### src/lav_pkg.sv
// shared constants and types for the look-at view matrix block
// no dependencies
package lav_pkg;

	localparam int COORD_W    = 32;   // input coordinate width
	localparam int ELEM_W     = 32;   // matrix element width
	localparam int NORM_MB    = 30;   // normalized magnitude width, msb at bit 29
	localparam int ROOT_STEPS = 32;   // one result bit of the square root per stage

	typedef logic [1:0] row_idx_t;

	localparam row_idx_t ROW_FIRST = 2'd0;
	localparam row_idx_t ROW_LAST  = 2'd3;

endpackage

### src/lav_rows.sv
// row sequencer: holds one finished matrix and sends it as four rows
// uses lav_pkg
module lav_rows import lav_pkg::*; #(
	parameter int FB = 16
) (
	input  logic                   clk,
	input  logic                   arst_n,
	input  logic                   in_valid,
	output logic                   in_ready,
	input  logic [2:0][FB+1:0]     side,
	input  logic [2:0][ELEM_W-1:0] upv,
	input  logic [2:0][FB+1:0]     fwd,
	input  logic [2:0][ELEM_W-1:0] trans,
	input  logic                   degen,
	output logic                   m_tvalid,
	input  logic                   m_tready,
	output logic [135:0]           m_tdata,
	output logic                   m_tlast,
	output logic                   m_tuser
);

	logic                   vld_q;
	row_idx_t               row_q;
	logic [2:0][FB+1:0]     side_q;
	logic [2:0][ELEM_W-1:0] upv_q;
	logic [2:0][FB+1:0]     fwd_q;
	logic [2:0][ELEM_W-1:0] trans_q;
	logic                   degen_q;
	logic                   load;
	logic [ELEM_W-1:0]      e0, e1, e2, e3;

	assign in_ready = !vld_q || (m_tready && row_q == ROW_LAST);
	assign load     = in_valid && in_ready;

	always_ff @(posedge clk or negedge arst_n) begin
		if (!arst_n) begin
			vld_q <= 1'b0;
			row_q <= ROW_FIRST;
		end else if (load) begin
			vld_q <= 1'b1;
			row_q <= ROW_FIRST;
		end else if (vld_q && m_tready) begin
			if (row_q == ROW_LAST) vld_q <= 1'b0;
			row_q <= row_q + row_idx_t'(1);
		end
	end

	always_ff @(posedge clk) begin
		if (load) begin
			side_q  <= side;
			upv_q   <= upv;
			fwd_q   <= fwd;
			trans_q <= trans;
			degen_q <= degen;
		end
	end

	always_comb begin
		case (row_q)
			ROW_LAST: begin
				e0 = trans_q[0];
				e1 = trans_q[1];
				e2 = trans_q[2];
				e3 = ELEM_W'(1) << FB;
			end
			default: begin
				e0 = ELEM_W'($signed(side_q[row_q]));
				e1 = upv_q[row_q];
				e2 = ELEM_W'(-ELEM_W'($signed(fwd_q[row_q])));
				e3 = '0;
			end
		endcase
	end

	assign m_tvalid = vld_q;
	assign m_tdata  = {6'd0, e3, e2, e1, e0, row_q};
	assign m_tlast  = (row_q == ROW_LAST);
	assign m_tuser  = degen_q;

endmodule

### config.mk
export PLATFORM = sky130hd
export DESIGN_NAME = lav_rows
export DESIGN_NICKNAME = d
export VERILOG_FILES = /design/src/lav_pkg.sv /design/src/lav_rows.sv
export SDC_FILE = /design/constraint.sdc
export NUM_CORES = 1
export LEC_CHECK = 0
export BUFFER_PORTS_ARGS = -buffer_cell sky130_fd_sc_hd__buf_2
export CAP_MARGIN = 15
export CORE_MARGIN = 8
export CORE_UTILIZATION = 38
export DETAILED_ROUTE_END_ITERATION = 8
export GPL_ROUTABILITY_DRIVEN = 0
export SLEW_MARGIN = 20
export SYNTH_ARGS = -nofsm -noshare
export SYNTH_HDL_FRONTEND = slang
export SYNTH_SLANG_ARGS = --single-unit
### constraint.sdc
create_clock -name clk -period 9.7 [get_ports clk]
set_input_delay 0.97 -clock clk [delete_from_list [all_inputs] [get_ports clk]]
set_output_delay 0.97 -clock clk [all_outputs]
set_load 0.01 [all_outputs]
==> results_dict.tcl <==
set metrics [dict create \
    cts_hold_buffers 0 \
    rr_startpoint "row_q[1]" \
    clockBufferDepth 3 \
    drive_gt1_share_pct 37.8 \
    max_freq_ghz 0.189 \
    reg2reg_slack_ps 5730 \
    dp_cells 1627 \
    port_buffers 407 \
    synth_edf_count 301 \
    clock_latency_ps 500 \
    cts_made_buffers 34 \
    dr.pass1.iters 6 \
    grt_pass1_wl_um 48000 \
    layout_commonest_cell "buf_2" \
    syn_to_final_growth_pct 26.6 \
    setup_tns_ps 0 \
    cts_resized 0 \
    io_pins 445 \
    die_h_um 196 \
    fp.dieW_um 196 \
    p_leak_nw 6.32 \
    rsz0062_at_grt "false" \
    status "finished, final reports clean" \
    async_reset_ff_share_pct 0.987 \
    overflow 0 \
    hold_class "in2async" \
    postRouteAntennaNets 0 \
    layout_common_cells "buf_2 (407), edfxtp_1 (301), mux2i_1 (71)" \
    synth.distinct_cells 42 \
    grt_pass1_vias 8143 \
    postCtsSetupRepairBufs 0 \
    holdWs_ps 249 \
    yosys_register_bits 304 \
    grt_max_degree 189 \
    relSlewSlack_pct 24.8 \
    synth-main-ff-cell "edfxtp_1" \
    drv_slew 0 \
    synth_fa_ha_area_share_pct 0.202 \
    finish.instance_area_mm2 0.0156 \
    start_util_pct 38.3 \
    powerDensity_mw_per_mm2 281 \
    r2r_end "upv_q[34]" \
    fin_crit_ps 5290 \
    hold_viol_final 0 \
    startpoint "row_q[0]" \
    floorplan.die_area_mm2 0.0386 \
    worstMarginPinSlew_ps 1130 \
    num_rows 66 \
    cts.sinks 304 \
    ir_drop_mv 0.163 \
    synth_compound_area_share_pct 8.22 \
    cts_root_buffer "clkbuf_16" \
    vias 7914 \
    wl_per_cell_um 19.6 \
    synth-simple-area-share_pct 5.33 \
    cts_tree "done" \
    crit_path_start_kind "register" \
    h-tree-depth 2 \
    yosysSeqAreaShare_pct 73.7 \
    worstSetupEndpointType "output port" \
    drt-initial-drc-count 438 \
    synth-xor-area-share_pct 0.992 \
    placement.cell_area_mm2 0.0147 \
    synth_cells 816 \
    via_per_inst 4.69 \
    syn_area_per_cell_um2 15.1 \
    syn-cell-area_mm2 0.0124 \
    fin_crit_sh_pct 54.6 \
    grt_usage_pct 16.2 \
    dp_hpwl_um 23800 \
    rr_worst_depth 6 \
    antenna_found_initial 10 \
    drcViolationCount 0 \
    critical_path_arrival_ps 4320 \
    yosysWarningCount 0 \
    core-area_mm2 0.0323 \
    finalClockSkew_ps 23.5 \
    wl_um 33000 \
    clk_pin_slew_ps 60 \
    critPathKind "reg2out" \
    setup_viol 0 \
    cp_max_fo 43 \
    stdcell_count 1688 \
    drv_cap 0 \
    required_ps 8730 \
    synth_top_family_by_area "compound AO/OA/AOI/OAI gates" \
    final_nets 1528 \
    total_power_mw 4.40 \
    synth.mux.area_fraction_pct 5.84 \
]
-- worst max-delay path by stage --
stage | end | cells past startpoint
finish | m_tdata[88] | 9
global route | m_tdata[88] | 9
CTS | m_tdata[88] | 9
detailed placement | m_tdata[88] | 9
global placement | m_tdata[88] | 9
floorplan | fwd_q[0] | 5
-- stage by stage --
stage          util [%]  worst slack, ps
6_report           48.5             4410
5_1_grt            48.4             4060
3_3_place_gp       45.4             4860
3_5_place_dp       45.4             4800
2_1_floorplan         -              930
4_1_cts            48.4             4240
-- power by group --
group	switching [mW]	leakage (nW)	internal (mW)
Clock	0.484	0.474	0.663
Sequential	0.0891	2.77	1.62
Combinational	0.948	3.08	0.597
-- metal layers --
metal / share of wire [%] / global-route usage (%)
met1: 39 / 19.0
met2: 50 / 28.4
met3: 8.5 / 4.83
met4: 2.6 / 5.28
met5: 0.32 / 0
-- cell usage after synthesis (all sizes together), types with 3 or more instances --
cell	instances	area (µm²)
a21oi	52	260
buf	56	413
inv	51	191
nand2	55	206
clkbuf	25	93.8
nand3	4	25.0
mux2i	71	711
xnor2	12	105
nand4	3	18.8
edfxtp	301	9040
a21o	15	113
dfrtp	3	75.1
a211oi	49	368
o2bb2ai	14	141
nand3b	3	26.3
nor2	59	221
o21ai	19	95.1
-- cell families (layout without fill, tap and decap cells) --
logic type	count (synthesis)	count (layout)
XOR/XNOR	14	14
buffers and inverters	132	522
multiplexers	72	72
other	1	41
adder cells (fa/ha/maj)	2	2
AND/OR/NAND/NOR	138	138
flip-flops	304	304
AO/OA/AOI/OAI	153	153
-- area by class of cell --
cell class              count  area, µm²
diodes                      4       10.0
multi-input cells         416       2700
repair buffers            414       2100
well taps                 442        553
clock inverters             9       47.5
flip-flops and latches    304       9120
fillers                  2855      16600
clock buffers              48        925
inverters                  51        191
-- flip-flops by register name, summed over array words and instances, names as in the netlist --
name	flops
upv_q	96
row_q	2
m_tuser	1
trans_q	96
fwd_q	54
side_q	54
m_tvalid	1
-- critical path, cell delays in order (launching register included) --
cell and delay, ps:
dfrtp_4 910, nor2b_4 320, buf_4 380, a2bb2oi_1 320, ha_1 260, nor4b_4 450, nand2_1 120, o21ai_1 580
nand2_1 210, buf_2 200
No activity file was read; power rests on OpenSTA's default activity.
